## config.mk

```make
export PLATFORM = sky130hd
export DESIGN_NAME = command_frame_deframer_top
export DESIGN_NICKNAME = d
export VERILOG_FILES = /design/src/sv/cfd_pkg.sv /design/src/sv/cfd_input_stage.sv /design/src/sv/cfd_parser.sv /design/src/sv/cfd_output_stage.sv /design/src/sv/command_frame_deframer_top.sv
export SDC_FILE = /design/constraint.sdc
export NUM_CORES = 1
export LEC_CHECK = 0
export BUFFER_PORTS_ARGS = -buffer_cell sky130_fd_sc_hd__buf_2
export CORE_MARGIN = 2
export CORE_UTILIZATION = 55
export CTS_BUF_LIST = sky130_fd_sc_hd__clkbuf_8
export DETAILED_ROUTE_END_ITERATION = 7
export GPL_TIMING_DRIVEN = 0
export PLACE_DENSITY = 0.82
export SYNTH_ARGS = -nofsm -noshare
export SYNTH_HDL_FRONTEND = slang
export SYNTH_SLANG_ARGS = --single-unit
```

## constraint.sdc

```tcl
create_clock -name clk_i -period 6.7 [get_ports clk_i]
set_input_delay 0.67 -clock clk_i [delete_from_list [all_inputs] [get_ports clk_i]]
set_output_delay 0.67 -clock clk_i [all_outputs]
set_load 0.005 [all_outputs]
```

## src/sv/cfd_pkg.sv

```systemverilog
// ----------------------------------------------------------------------------
// Command frame deframer package
// Types, command codes and frame layout constants shared by the deframer.
// ----------------------------------------------------------------------------
`default_nettype none

package cfd_pkg;

  typedef enum logic [3:0] {
    CMD_UNKNOWN  = 4'd0,
    CMD_DEPLOY   = 4'd1,
    CMD_DATE     = 4'd2,
    CMD_EMPTY    = 4'd3,
    CMD_MISSION  = 4'd4,
    CMD_MEETING  = 4'd5,
    CMD_MEASURE  = 4'd6,
    CMD_SAVE     = 4'd7,
    CMD_SURVIVAL = 4'd8,
    CMD_STATUS   = 4'd9
  } cmd_e;

  typedef enum logic [0:0] {
    KIND_PAYLOAD = 1'b0,
    KIND_SUMMARY = 1'b1
  } kind_e;

  typedef struct packed {
    kind_e      kind;
    logic [7:0] payload_byte;
    logic [7:0] frame_id;
    cmd_e       command;
    logic       checksum_ok;
  } result_t;

  localparam logic [7:0] MARKER_RESET = 8'd126;

  localparam logic [7:0] POS_ID   = 8'd1;
  localparam logic [7:0] POS_LEN  = 8'd2;
  localparam logic [7:0] POS_CMD0 = 8'd3;
  localparam logic [7:0] POS_CMD1 = 8'd4;
  localparam logic [7:0] POS_CMD2 = 8'd5;
  localparam logic [7:0] MIN_LEN  = 8'd3;

  localparam logic [7:0] CHR_A = 8'h41;
  localparam logic [7:0] CHR_D = 8'h44;
  localparam logic [7:0] CHR_E = 8'h45;
  localparam logic [7:0] CHR_I = 8'h49;
  localparam logic [7:0] CHR_M = 8'h4D;
  localparam logic [7:0] CHR_S = 8'h53;
  localparam logic [7:0] CHR_T = 8'h54;
  localparam logic [7:0] CHR_U = 8'h55;

  // Payload start position is three plus the keyword length.
  localparam logic [3:0] PS_RESET    = 4'd3;
  localparam logic [3:0] PS_DEPLOY   = 4'd9;
  localparam logic [3:0] PS_DATE     = 4'd7;
  localparam logic [3:0] PS_EMPTY    = 4'd8;
  localparam logic [3:0] PS_MISSION  = 4'd10;
  localparam logic [3:0] PS_MEETING  = 4'd10;
  localparam logic [3:0] PS_MEASURE  = 4'd10;
  localparam logic [3:0] PS_SAVE     = 4'd7;
  localparam logic [3:0] PS_SURVIVAL = 4'd11;
  localparam logic [3:0] PS_STATUS   = 4'd9;

endpackage

`default_nettype wire

```

## src/sv/cfd_input_stage.sv

```systemverilog
// ----------------------------------------------------------------------------
// Command frame deframer input stage
// Registers one received byte and holds it while the result side is full.
// ----------------------------------------------------------------------------
`default_nettype none

module cfd_input_stage import cfd_pkg::*; (
  input  wire logic       clk_i,
  input  wire logic       rst_ni,
  input  wire logic       in_valid_i,
  output logic            in_stall_o,
  input  wire logic [7:0] rx_byte_i,
  input  wire logic       out_ready_i,
  output logic            stage_valid_o,
  output logic [7:0]      stage_byte_o
);

  logic       valid_q;
  logic [7:0] byte_q;

  assign in_stall_o    = valid_q && !out_ready_i;
  assign stage_valid_o = valid_q;
  assign stage_byte_o  = byte_q;

  always_ff @(posedge clk_i or negedge rst_ni) begin
    if (!rst_ni) begin
      valid_q <= 1'b0;
    end else if (!in_stall_o) begin
      valid_q <= in_valid_i;
    end
  end

  always_ff @(posedge clk_i) begin
    if (in_valid_i && !in_stall_o) begin
      byte_q <= rx_byte_i;
    end
  end

endmodule

`default_nettype wire

```

## src/sv/cfd_parser.sv

```systemverilog
// ----------------------------------------------------------------------------
// Command frame deframer parser
// Tracks the frame position, classifies the command word, accumulates the
// checksum and forms one result item per payload byte or frame end.
// ----------------------------------------------------------------------------
`default_nettype none

module cfd_parser import cfd_pkg::*; (
  input  wire logic       clk_i,
  input  wire logic       rst_ni,
  input  wire logic       cfg_we_i,
  input  wire logic [7:0] cfg_marker_i,
  input  wire logic       advance_i,
  input  wire logic [7:0] rx_byte_i,
  output logic            res_valid_o,
  output result_t         res_o
);

  logic [7:0]  marker_val_q;
  logic        in_frame_q,   in_frame_d;
  logic [7:0]  position_q,   position_d;
  logic [7:0]  length_q,     length_d;
  logic [7:0]  xor_q,        xor_d;
  logic [7:0]  id_q,         id_d;
  logic [15:0] letters_q,    letters_d;
  cmd_e        cmd_q,        cmd_d;
  logic [3:0]  pstart_q,     pstart_d;

  cmd_e        cmd_c;
  logic [3:0]  pstart_c;
  logic [15:0] letters_c;

  always_comb begin
    cmd_c     = cmd_q;
    pstart_c  = pstart_q;
    letters_c = letters_q;
    case (position_q)
      POS_CMD0: begin
        letters_c = {8'h00, rx_byte_i};
        if (rx_byte_i == CHR_E) begin
          cmd_c    = CMD_EMPTY;
          pstart_c = PS_EMPTY;
        end
      end
      POS_CMD1: begin
        letters_c = {rx_byte_i, letters_q[7:0]};
        case (letters_q[7:0])
          CHR_D: begin
            if (rx_byte_i == CHR_E) begin
              cmd_c    = CMD_DEPLOY;
              pstart_c = PS_DEPLOY;
            end else if (rx_byte_i == CHR_A) begin
              cmd_c    = CMD_DATE;
              pstart_c = PS_DATE;
            end
          end
          CHR_S: begin
            if (rx_byte_i == CHR_A) begin
              cmd_c    = CMD_SAVE;
              pstart_c = PS_SAVE;
            end else if (rx_byte_i == CHR_U) begin
              cmd_c    = CMD_SURVIVAL;
              pstart_c = PS_SURVIVAL;
            end else if (rx_byte_i == CHR_T) begin
              cmd_c    = CMD_STATUS;
              pstart_c = PS_STATUS;
            end
          end
          CHR_M: begin
            if (rx_byte_i == CHR_I) begin
              cmd_c    = CMD_MISSION;
              pstart_c = PS_MISSION;
            end
          end
          default: ;
        endcase
      end
      POS_CMD2: begin
        if (letters_q[7:0] == CHR_M && letters_q[15:8] == CHR_E) begin
          if (rx_byte_i == CHR_E) begin
            cmd_c    = CMD_MEETING;
            pstart_c = PS_MEETING;
          end else if (rx_byte_i == CHR_A) begin
            cmd_c    = CMD_MEASURE;
            pstart_c = PS_MEASURE;
          end
        end
      end
      default: ;
    endcase
  end

  always_comb begin
    in_frame_d  = in_frame_q;
    position_d  = position_q;
    length_d    = length_q;
    xor_d       = xor_q;
    id_d        = id_q;
    letters_d   = letters_q;
    cmd_d       = cmd_q;
    pstart_d    = pstart_q;
    res_valid_o = 1'b0;
    res_o       = '{kind: KIND_PAYLOAD, payload_byte: 8'h00, frame_id: id_q,
                    command: cmd_q, checksum_ok: 1'b0};
    if (advance_i) begin
      if (!in_frame_q) begin
        if (rx_byte_i == marker_val_q) begin
          in_frame_d = 1'b1;
          position_d = POS_ID;
          length_d   = 8'h00;
          xor_d      = rx_byte_i;
          id_d       = 8'h00;
          letters_d  = 16'h0000;
          cmd_d      = CMD_UNKNOWN;
          pstart_d   = PS_RESET;
        end
      end else if (position_q == POS_ID) begin
        id_d       = rx_byte_i;
        xor_d      = xor_q ^ rx_byte_i;
        position_d = POS_LEN;
      end else if (position_q == POS_LEN) begin
        length_d = rx_byte_i;
        xor_d    = xor_q ^ rx_byte_i;
        if (rx_byte_i < MIN_LEN) begin
          cmd_d        = CMD_UNKNOWN;
          in_frame_d   = 1'b0;
          position_d   = 8'h00;
          res_valid_o  = 1'b1;
          res_o.kind    = KIND_SUMMARY;
          res_o.command = CMD_UNKNOWN;
        end else begin
          position_d = POS_CMD0;
        end
      end else if (position_q == length_q) begin
        in_frame_d        = 1'b0;
        position_d        = 8'h00;
        res_valid_o       = 1'b1;
        res_o.kind        = KIND_SUMMARY;
        res_o.checksum_ok = (xor_q == rx_byte_i);
      end else begin
        xor_d      = xor_q ^ rx_byte_i;
        letters_d  = letters_c;
        cmd_d      = cmd_c;
        pstart_d   = pstart_c;
        position_d = position_q + 8'd1;
        if (cmd_c != CMD_UNKNOWN && position_q >= {4'h0, pstart_c} &&
            ({1'b0, position_q} + 9'd2) <= {1'b0, length_q}) begin
          res_valid_o        = 1'b1;
          res_o.payload_byte = rx_byte_i;
          res_o.command      = cmd_c;
        end
      end
    end
  end

  always_ff @(posedge clk_i or negedge rst_ni) begin
    if (!rst_ni) begin
      marker_val_q <= MARKER_RESET;
      in_frame_q   <= 1'b0;
      position_q   <= 8'h00;
      length_q     <= 8'h00;
      xor_q        <= 8'h00;
      id_q         <= 8'h00;
      letters_q    <= 16'h0000;
      cmd_q        <= CMD_UNKNOWN;
      pstart_q     <= PS_RESET;
    end else begin
      if (cfg_we_i) begin
        marker_val_q <= cfg_marker_i;
      end
      in_frame_q <= in_frame_d;
      position_q <= position_d;
      length_q   <= length_d;
      xor_q      <= xor_d;
      id_q       <= id_d;
      letters_q  <= letters_d;
      cmd_q      <= cmd_d;
      pstart_q   <= pstart_d;
    end
  end

endmodule

`default_nettype wire

```

## src/sv/cfd_output_stage.sv

```systemverilog
// ----------------------------------------------------------------------------
// Command frame deframer output stage
// Holds one result item until the receiver takes it.
// ----------------------------------------------------------------------------
`default_nettype none

module cfd_output_stage import cfd_pkg::*; (
  input  wire logic clk_i,
  input  wire logic rst_ni,
  input  wire logic res_valid_i,
  input  result_t   res_i,
  output logic      out_ready_o,
  output logic      out_valid_o,
  input  wire logic out_stall_i,
  output result_t   out_o
);

  logic    valid_q;
  result_t data_q;

  assign out_ready_o = !valid_q || !out_stall_i;
  assign out_valid_o = valid_q;
  assign out_o       = data_q;

  always_ff @(posedge clk_i or negedge rst_ni) begin
    if (!rst_ni) begin
      valid_q <= 1'b0;
    end else if (out_ready_o) begin
      valid_q <= res_valid_i;
    end
  end

  always_ff @(posedge clk_i) begin
    if (out_ready_o && res_valid_i) begin
      data_q <= res_i;
    end
  end

endmodule

`default_nettype wire

```

## src/sv/command_frame_deframer_top.sv

```systemverilog
// ----------------------------------------------------------------------------
// Command frame deframer
// Extracts payload bytes and a frame summary from a received byte stream.
// ----------------------------------------------------------------------------
// Usage:
// One byte enters per item on the input channel (in_valid_i, in_stall_o,
// rx_byte_i). Bytes are dropped until one equals the start marker. Each
// payload byte of a known command leaves as a kind 0 item, and the checksum
// byte yields one kind 1 summary item with the id, command and checksum
// verdict. The start marker is written through cfg_valid_i, cfg_ready_o and
// cfg_start_marker_i; the port is always ready. The user must see that it is
// written only while idle; the block itself does not enforce this. A result
// item passes from the input register through the parser into the output
// register. One byte is taken every cycle while out_stall_i does not hold a
// full output register; the single parse stage between the input register
// and the output register sets that rate. While out_stall_i holds a full
// output register, the input register fills and in_stall_o rises, so no item
// is lost. Reset is asynchronous and active low: it empties both registers,
// returns the parser to idle and restores the start marker to a tilde.
// ----------------------------------------------------------------------------
`default_nettype none

module command_frame_deframer_top import cfd_pkg::*; (
  input  wire logic       clk_i,
  input  wire logic       rst_ni,
  input  wire logic       cfg_valid_i,
  output logic            cfg_ready_o,
  input  wire logic [7:0] cfg_start_marker_i,
  input  wire logic       in_valid_i,
  output logic            in_stall_o,
  input  wire logic [7:0] rx_byte_i,
  output logic            out_valid_o,
  input  wire logic       out_stall_i,
  output logic            kind_o,
  output logic [7:0]      payload_byte_o,
  output logic [7:0]      frame_id_o,
  output logic [3:0]      command_o,
  output logic            checksum_ok_o
);

  logic       out_ready;
  logic       stage_valid;
  logic [7:0] stage_byte;
  logic       res_valid;
  result_t    res;
  result_t    out_res;

  assign cfg_ready_o = 1'b1;

  cfd_input_stage u_input (
    .clk_i        (clk_i),
    .rst_ni       (rst_ni),
    .in_valid_i   (in_valid_i),
    .in_stall_o   (in_stall_o),
    .rx_byte_i    (rx_byte_i),
    .out_ready_i  (out_ready),
    .stage_valid_o(stage_valid),
    .stage_byte_o (stage_byte)
  );

  cfd_parser u_parser (
    .clk_i       (clk_i),
    .rst_ni      (rst_ni),
    .cfg_we_i    (cfg_valid_i && cfg_ready_o),
    .cfg_marker_i(cfg_start_marker_i),
    .advance_i   (stage_valid && out_ready),
    .rx_byte_i   (stage_byte),
    .res_valid_o (res_valid),
    .res_o       (res)
  );

  cfd_output_stage u_output (
    .clk_i      (clk_i),
    .rst_ni     (rst_ni),
    .res_valid_i(res_valid),
    .res_i      (res),
    .out_ready_o(out_ready),
    .out_valid_o(out_valid_o),
    .out_stall_i(out_stall_i),
    .out_o      (out_res)
  );

  assign kind_o         = out_res.kind;
  assign payload_byte_o = out_res.payload_byte;
  assign frame_id_o     = out_res.frame_id;
  assign command_o      = out_res.command;
  assign checksum_ok_o  = out_res.checksum_ok;

endmodule

`default_nettype wire

```

; Word level (Yosys, flattened, before mapping)
; Index checks and enable logic that the tools add are counted.
[classes]
n_shift = 0
magnitude_cmp = 3
eq_ne = 27
div_mod_pow = 0
muxes = 81
multipliers = 0
n_reduce_logical = 25
add_sub_neg = 2
n_bitwise = 5
[op_table]
columns = op, count
row1 = two-way mux 4 bit, 34
row2 = two-way mux 8 bit, 16
row3 = two-way mux 16 bit, 5
row4 = "== test 8 x 7 -> 1 bit, second input constant", 9
row5 = case mux 4 bit (3 select lines), 4
row6 = case mux 16 bit (2 select lines), 1
row7 = == test 8 bit, 3
row8 = two-way mux 1 bit, 17
row9 = "== test 8 x 2 -> 1 bit, second input constant", 2
row10 = "== test 8 x 3 -> 1 bit, second input constant", 2
row11 = two-way mux 5 bit, 3
row12 = "!= test 2 bit, second input constant", 7
row13 = "adder 8 x 2 -> 9 bit, second input constant", 1
row14 = <= comparator 9 x 8 -> 1 bit, 1
row15 = "adder 8 x 1 -> 8 bit, second input constant", 1
row16 = "== test 8 x 1 -> 1 bit, second input constant", 1
row17 = greater-or-equal comparator 8 x 4 -> 1 bit, 1
row18 = "less-than comparator 8 x 2 -> 1 bit, second input constant", 1
row19 = AND reduction 4 bit, 2
row20 = XOR 8 bit, 1
row21 = logical AND 1 bit, 7
row22 = AND reduction 7 bit, 1
row23 = "!= test 3 bit, second input constant", 2
row24 = AND reduction 3 bit, 2
row25 = 13 further kinds, 19
[totals]
mem_bits_ro = 0
reg_bits = 97
latchBits = 0
elab_cells = 161
mem_bits_rw = 0
mem_count = 0
out_inout_bits = 25

; Depth between registers and ports, before layout
; Gate-level depths: netlist (run 1).
[logic_depth]
depth_word = 16
depth_mapped = 16
mapped_depth_nobuf = 16

; Cells and area by module
; A second synthesis (run 1) with hierarchy kept.
[hier_totals]
cells_unflattened = 545
hier_area_um2 = 5272.6
[modules_own_cells]
columns = mod, area_each_um2, cells_each, n_inst
row1 = cfd_parser, 4249.1, 503, 1
row2 = cfd_output_stage, 708.2, 26, 1
row3 = cfd_input_stage, 297.8, 13, 1
row4 = command_frame_deframer_top, 17.5, 3, 1

; Worst setup path before layout (run 1)
; Ideal clock, no wire load.
[synth_timing]
path_kind = register to register
startpoint = register u_input.byte_q[4], in the netlist u_input.stage_byte_o[4]
endpoint = register u_output.data_q, in the netlist u_output.out_o[0], enable pin
t_required_ns = 6.291
path_stages_with_launch = 16
setup_ns = 0.409
n_path_buf = 1
slack_ns = 1.817
t_arrival_ns = 4.474
path_cell_list = edfxtp_1 clkbuf_1 and4bb_1 nand2_1 or3_1 a211oi_2 o21ai_0 a22o_1 ha_1 nand2b_1 a21o_1 a21o_1 a211oi_1 or4_1 or2_1 o22ai_1
[synth_via]
elab_chain_len = 16
elab_cells_between_ends = 42
[synth_lines]
columns = element, line_no
row1 = start: declaration, cfd_input_stage.sv:19  ; logic [7:0] byte_q;
row2 = start signal: assignment, cfd_input_stage.sv:35  ; byte_q <= rx_byte_i;
row3 = == test 8 x 7 -> 1 bit, cfd_parser.sv:64  ; end else if (rx_byte_i == CHR_T) begin
row4 = two-way mux 4 bit, cfd_parser.sv:64
row5 = two-way mux 4 bit, cfd_parser.sv:61  ; end else if (rx_byte_i == CHR_U) begin
row6 = two-way mux 4 bit, cfd_parser.sv:58  ; if (rx_byte_i == CHR_A) begin
row7 = case mux 4 bit (3 select lines), cfd_parser.sv:47  ; case (letters_q[7:0])
row8 = case mux 4 bit (3 select lines), cfd_parser.sv:37  ; case (position_q)
row9 = greater-or-equal comparator 8 x 4 -> 1 bit / nonzero test 4 bit (equally long branches), cfd_parser.sv:146  ; if (cmd_c != CMD_UNKNOWN && position_q >= {4'h0, pstart_c} &&
row10 = logical AND 1 bit (2 in a row), cfd_parser.sv:146
row11 = two-way mux 1 bit, cfd_parser.sv:146
row12 = two-way mux 1 bit, cfd_parser.sv:134  ; end else if (position_q == length_q) begin
row13 = two-way mux 1 bit (*), cfd_parser.sv:121  ; end else if (position_q == POS_LEN) begin
row14 = two-way mux 1 bit (*), cfd_parser.sv:117  ; end else if (position_q == POS_ID) begin
row15 = two-way mux 1 bit (*), cfd_parser.sv:106  ; if (!in_frame_q) begin
row16 = two-way mux 1 bit (*), cfd_parser.sv:105  ; if (advance_i) begin
row17 = logical AND 1 bit (*), cfd_output_stage.sv:34  ; if (out_ready_o && res_valid_i) begin
row18 = end signal: assignment, cfd_output_stage.sv:35  ; data_q <= res_i;
row19 = end: declaration, cfd_output_stage.sv:19  ; result_t data_q;
; Every way passes the cells marked *; elsewhere a longest branch is shown, timed or not.
; A chain may end at the register's enable or synchronous reset.

; Worst setup path in the final report (run 1)
[layout_timing]
startpoint = register u_input.byte_q[7], in the netlist u_input.stage_byte_o[7]
endpoint = register u_output.data_q, in the netlist u_output.out_o[1], enable pin
; The elaborated chain is that of the path after synthesis.

==> impl_results.md, run 1 <==
- Max frequency: around 200 MHz
- Sink Count: 97
- Least-Margin Pin Slew: between 1 and 1.5 ns
- Sequential area share after synthesis: 0.4691
- Clock Skew: about 0.017 ns
- Worst Hold Class: primary input to async pin
- CTS buffer count: 9
- Clock slew at reported path FFs: between 0.1 and 0.15 ns
- Average wire per standard cell: between 15 and 20 um
- Core area: 9774 um^2
- Final core occ: 0.6262
- Drt first pass iters: 5
- WP data required: just under 7 ns
- Crit path arrival time: 5.11 ns
- GP Congestion: just under 1
- Crit Path Max Fanout: 14
- Drt total wl: about 13 mm
- Synth Warn #: 0
- Fin. max-slew vios: 0
- Vert. Die Dim: approximately 100 um
- Clk_lat worst skew: about 0.4 ns
- Vias in the first global route: about 4400
- Top cells by area, synth: dfrtp_1, edfxtp_1, ha_1
- PostCTS Resize Cnt: 0
- Status: finished, final reports clean
- Core Rows: 36
- CP Launch Type: flip-flop
- Vias per cell: a little over 6
- Post-route DRC: 0
- Die width: ~100 um
- Syn-to-layout area delta: 10.98%
- Commonest non-fill, non-tap cells in the layout: dfrtp_1, buf_2, nand2_1
- Hpwl dp: approximately 9.7 mm
- Ports: 46
- DR iter-0 viols: approximately 460
- Slew margin rel.: 0.2440
- Seq cells post-synth: 97
- Final ANT Viol Nets: 0
- Max cap viols: 0
- Total power draw: around 1.8 mW
- Post-CTS setup buffers: 0
- Largest net degree at the start of global routing: approximately 70
- Clock Tree Buf Depth: 2
- CTS root buf: clkbuf_8
- Synth Cell Area: about 5500 um^2
- Max IR drop VDD: roughly 140 uV
- Unique cell type count in the Yosys netlist: 76
- Hold_buf cts: 0
- RSZ-0062 raised after global routing: false
- P_leak: 2.542 nW
- CP endpoint kind: flip-flop
- Final hold violations: 0
- Post-synth top area share: 0.2677
- Input/output buffers: 43
- Synthesized area per cell: around 10 um^2
- Die footprint: between 10000 and 15000 um^2
- # H-tree levels: 3
- Most used flip-flop cell after synthesis: dfrtp_1
- Cells after synthesis: 545
- Antenna violations before repair: 0
- Sum Neg Setup Slack: 0 ns
- First-pass GRT wire length: around 22 mm
- Final number of setup-violating endpoints: 0
- Vias post-DR: 4542
- Hold_ws: approximately 0.37 ns
- WS Path Type: flip-flop to flip-flop
- Async SR Flop Fraction: 0.6907
- Pwr dens: between 200 and 300 nW/um^2
- Most common cell after layout, fill and taps aside: dfrtp_1
- Top cell type by total area after synthesis: dfrtp_1
- Grt ovf: 0
- Post-layout minimum cycle time: roughly 5 ns
- Antenna Cells: 0
- Synth Net Count: between 500 and 600
- EDFF count, synth: 30
- Layout cells sized above 1: 0.1835
- Starting Density: 0.5643
- Reg2reg setup slack: between 1.5 and 2 ns
- Total GRT Usage: 0.2539
- Final worst-path cycle share: 0.7470
- CTS tree: yes
- Nets: roughly 640
-- state kept, by name (all words and copies together), names as in the netlist --
signal / cells
u_output.out_o: 22
u_parser.id_q: 8
u_parser.length_q: 8
u_output.out_valid_o: 1
u_parser.marker_val_q: 8
u_parser.position_q: 8
u_input.stage_valid_o: 1
u_parser.xor_q: 8
u_parser.pstart_q: 4
u_parser.in_frame_q: 1
u_parser.cmd_q: 4
u_parser.letters_q: 16
u_input.stage_byte_o: 8
-- critical path: stages, from the launching register on --
cell and delay [ns]:
edfxtp_1 0.37, clkbuf_1 0.23, nor3_1 0.43, nand2_1 0.22, or3_1 0.43, a211oi_2 0.36, o21ai_0 0.15, a22o_1 0.23
ha_1 0.28, nand2b_1 0.09, a21o_1 0.11, a21o_1 0.11, a211oi_1 0.07, or4_1 0.63, or2_1 0.29, o22ai_2 0.48
buf_8 0.23
-- layer usage --
| metal | vias up | GRT usage | part of all wire |
|---|---|---|---|
| met2 | 217 | 0.4079 | 0.47 |
| met5 | - | 0 | 0 |
| li1 | 2077 | - | - |
| met4 | 0 | 0.1042 | 0.030 |
| met3 | 36 | 0.04511 | 0.075 |
| met1 | 2212 | 0.3418 | 0.43 |
-- cells by family after synthesis --
kind of cell	Yosys count	share of synthesized area
buffers and inverters	53	0.04061
muxes	32	0.06352
AOI/OAI and AO/OA	109	0.1282
adders and majority gates	17	0.03857
xor gates and xnor gates	31	0.04923
other	1	0.0006799
DFF	97	0.4691
and+or+nand+nor	205	0.2101
-- stage by stage --
step	cells	worst slack, ns	instance area, um^2
3_5_place_dp	722	1.761	5921
3_3_place_gp	721	0.9946	5897
4_1_cts	738	1.721	6121
6_report	738	1.695	6121
2_1_floorplan	545	1.817	5515
5_1_grt	738	1.431	6121
-- power breakdown --
part	switching (mW)	internal [mW]	leakage, nW
Combinational	0.391	0.234	1.31
Clock	0.245	0.150	0.103
Sequential	0.0738	0.714	1.13
Total	0.710	1.10	2.54
-- path summary, 6_finish.rpt --
path | depth (start not counted) | to | start
max reg2reg | 16 | u_output.out_o[1] | u_input.stage_byte_o[7]
min | 1 | u_parser.marker_val_q[0] | rst_ni
min in group clk_i | 1 | u_input.stage_byte_o[3] | rx_byte_i[3]
max in group asynchronous | 1 | u_parser.letters_q[15] | rst_ni
min reg2reg | 0 | u_output.out_o[11] | u_parser.id_q[6]
max | 16 | u_output.out_o[1] | u_input.stage_byte_o[7]
-- cells in the mapped netlist (6+ instances only) --
cell type  count
dfrtp_1       59
nand2_1       46
nor2_1        45
o21ai_0       35
edfxtp_1      30
a21oi_1       25
xor2_1        23
inv_1         22
nand4_1       19
ha_1          17
clkbuf_1      16
mux2_1        16
and2_1        15
nand3_1       12
buf_2         11
nand2b_1       9
dfstp_2        8
mux2_2         8
mux2i_1        8
nor3_1         8
xnor2_1        8
a22o_1         6
nor4_1         6
o22ai_1        6
-- final cells by class --
| cell class | instances | area, um^2 |
|---|---|---|
| plain buffers | 31 | 141.4 |
| clock buffers | 9 | 123.9 |
| clock inverters | 7 | 76.32 |
| fillers | 798 | 3654 |
| inverters | 22 | 82.58 |
| multi-input cells | 395 | 2710 |
| flip-flops and latches | 97 | 2587 |
| well taps | 133 | 166.4 |
| repair buffers | 44 | 232.7 |
Power figures use the tool's default switching activity.
==> run 2, diff against run 1 <==
clock period = 4.75 ns   (was 6.7 ns; I/O delays follow)
==> run 2 against run 1 <==
Fmax up 12%. Die area stayed put. First-iteration DRC count decreased by 12%. Wire length increased by 2.4%. Sequential share of layout area is 0.72 points lower. Design area rose by 1.7%.
==> impl_results.md, run 2 (synthesized netlist as in run 1, its figures left out) <==
- GP Congestion: 0.9601 (-1.3%)
- Largest net degree at the start of global routing: 68 (unchanged)
- Final ANT Viol Nets: 0 (unchanged)
- Final number of setup-violating endpoints: 0 (unchanged)
- Average wire per standard cell: 18.49 um (+1.7%)
- Finished Cell Area: 6227 um^2 (+1.7%)
- Vert. Die Dim: 104.1 um (unchanged)
- Clock Tree Buf Depth: 2 (unchanged)
- CP endpoint kind: flip-flop
- Net Sw Power: 1.009 mW (+42%)
- Most common cell after layout, fill and taps aside: dfrtp_1
- Internal Power: 1.560 mW (+42%)
- Core Rows: 36 (unchanged)
- Max frequency: 224.0 MHz (+12%)
- Crit path depth: 15 (-1)
- Vias per cell: 6.058 (-1.6%)
- Reg2reg start: u_input.stage_byte_o[1]
- Hold_buf cts: 0 (unchanged)
- Hpwl dp: 9.888 mm (+2.0%)
- Placed Area: 5906 um^2 (-0.25%)
- WP buf/inv: 1 (-1)
- Antenna Cells: 0 (unchanged)
- RSZ-0062 raised after global routing: false
- Grt ovf: 0 (unchanged)
- Clk_lat worst skew: 0.39 ns (about the same)
- Final hold violations: 0 (unchanged)
- Post-layout minimum cycle time: 4.465 ns (-0.5401 ns)
- Layout cells sized above 1: 0.1984 (+0.01489)
- CP Launch Type: flip-flop
- Share of power burned in registers: 0.433 (-0.003)
- Total power draw: 2.569 mW (+42%)
- Least-Margin Pin Slew: 1.004 ns (-0.1142 ns)
- Die footprint: 10850 um^2 (unchanged)
- Clock power share: 0.214 (-0.005)
- Ports: 46 (unchanged)
- DR iter-0 viols: 407 (-12%)
- Crit Path Max Fanout: 10 (-4)
- Drt total wl: 13.74 mm (+2.4%)
- Pwr dens: 412.5 nW/um^2 (+40%)
- Clock Skew: 0.01764 ns (+0.0004172 ns)
- Max cap viols: 0 (unchanged)
- Status: finished, final reports clean
- Worst R2R End: u_output.out_o[18]
- Sink Count: 97 (unchanged)
- First-pass GRT wire length: 22.43 mm (+2.3%)
- Worst setup path end: u_output.out_o[18]
- Core area: 9774 um^2 (unchanged)
- Fin. max-slew vios: 0 (unchanged)
- Reg2reg setup slack: 0.29 ns (-1.41 ns)
- Slowest-stage cell, CP: or4_1
- Switching share of power: 0.3927 (about the same)
- Drt first pass iters: 5 (unchanged)
- Max IR drop VDD: 174.0 uV (+23%)
- Vias in the first global route: 4309 (-2.9%)
- Nets: 643 (+0.78%)
- WP data required: 4.88 ns (-1.92 ns)
- Cell mode on critical path: a21o_1
- Worst Reg2Reg Path Length in Cells: 15 (-1)
- Clock slew at reported path FFs: 0.12 ns (about the same)
- Post-route DRC: 0 (unchanged)
- Critical path launch point: u_input.stage_byte_o[1]
- CP top delay family: simple AND/OR/NAND/NOR gates
- # H-tree levels: 3 (unchanged)
- Final worst-path cycle share: 0.9400 (+0.1930)
- Combinational share of power: 0.353 (+0.007)
- Crit path arrival time: 4.59 ns (-0.52 ns)
- Input/output buffers: 43 (unchanged)
- Largest register FFs: 22 (unchanged)
- Critical-path cell list: and4bb_2 > nand2_1 > or3_1 > a211oi_2 > o21ai_0 > a22o_1 > ha_1 > nand2b_1 > a21o_1 > a21o_1 > a211oi_1 > or4_1 > or2_1 > o22ai_4 > buf_12
- Worst Hold Class: primary input to async pin
- Syn-to-layout area delta: 12.91%
- Commonest non-fill, non-tap cells in the layout: dfrtp_1, buf_2, nand2_1
- Starting Density: 0.5643 (unchanged)
- Max stage delay on crit path: 0.62 ns (about the same)
- CTS root buf: clkbuf_8
- Slew margin rel.: 0.3212 (+0.07722)
- Antenna violations before repair: 0 (unchanged)
- Die width: 104.1 um (unchanged)
- Vias post-DR: 4501 (-0.90%)
- WS Path Type: flip-flop to flip-flop
- CTS buffer count: 9 (unchanged)
- P_leak: 2.574 nW (+1.3%)
- Total GRT Usage: 0.2613 (+0.007444)
- CTS tree: yes
-- run 2: cell count changes in the layout (fill, tap and decap cells not counted), moves of 2 or more --
cell | before | now
buf_4 | 2 | 7
clkinv_4 | 0 | 2
clkbuf_1 | 16 | 14
buf_12 | 0 | 2
inv_6 | 3 | 1
o22ai_4 | 0 | 2
-- run 2: worst min-delay path by stage --
stage,cells past startpoint,from,end
6_report,1,rst_ni,u_parser.marker_val_q[7]
5_1_grt,1,rx_byte_i[6],u_input.stage_byte_o[6]
4_1_cts,1,rst_ni,u_parser.xor_q[0]
3_5_place_dp,0,u_parser.id_q[5],u_output.out_o[10]
3_3_place_gp,0,u_parser.id_q[7],u_output.out_o[12]
2_1_floorplan,0,rst_ni,u_input.stage_valid_o
-- run 2: repair_timing --
action | 4_1_cts | 5_1_grt
setup buffers | 0 | 7
resized for setup | 2 | 5
pin swaps | 1 | 2
cloned | 1 | 0
setup endpoints to repair | 22 | 32
-- run 2: routing by layer --
metal  routed length (um)  vias up  track usage
li1                     -     2072            -
met1                 6044     2213       0.3669
met2                 6498      180       0.4093
met3                  812       36      0.04574
met4                  382        0      0.09556
met5                    0        -            0
-- run 2: power groups by stage --
| stage | sequential, mW | clock, mW | combinational [mW] |
|---|---|---|---|
| 6_report | 1.11 | 0.550 | 0.906 |
| 2_1_floorplan | 1.10 | 0 | 0.625 |
| 5_1_grt | 1.13 | 0.594 | 0.994 |
| 3_3_place_gp | 1.12 | 0 | 0.817 |
| 3_5_place_dp | 1.13 | 0 | 0.847 |
| 4_1_cts | 1.11 | 0.552 | 0.883 |
-- run 2: final cells by class --
type	count	area, um^2
plain buffers	29	133.9
clock buffers	9	123.9
clock inverters	7	81.33
fillers	779	3547
inverters	22	82.58
multi-input cells	396	2756
flip-flops and latches	97	2587
well taps	133	166.4
repair buffers	50	295.3
-- run 2: through the flow --
| stage | cells | setup TNS, ns | worst slack (ns) | hold WS (ns) | util |
|---|---|---|---|---|---|
| 2_1_floorplan | 545 | 0 | 0.3268 | 0.1794 | - |
| 5_1_grt | 743 | 0 | 0.02466 | 0.2445 | 0.6371 |
| 6_report | 743 | 0 | 0.2850 | 0.1882 | 0.6371 |
| 3_3_place_gp | 721 | -6.482 | -0.2950 | 0.4319 | 0.6039 |
| 3_5_place_dp | 721 | -8.367 | -0.3810 | 0.4350 | 0.6042 |
| 4_1_cts | 738 | 0 | 0.04974 | 0.2289 | 0.6280 |
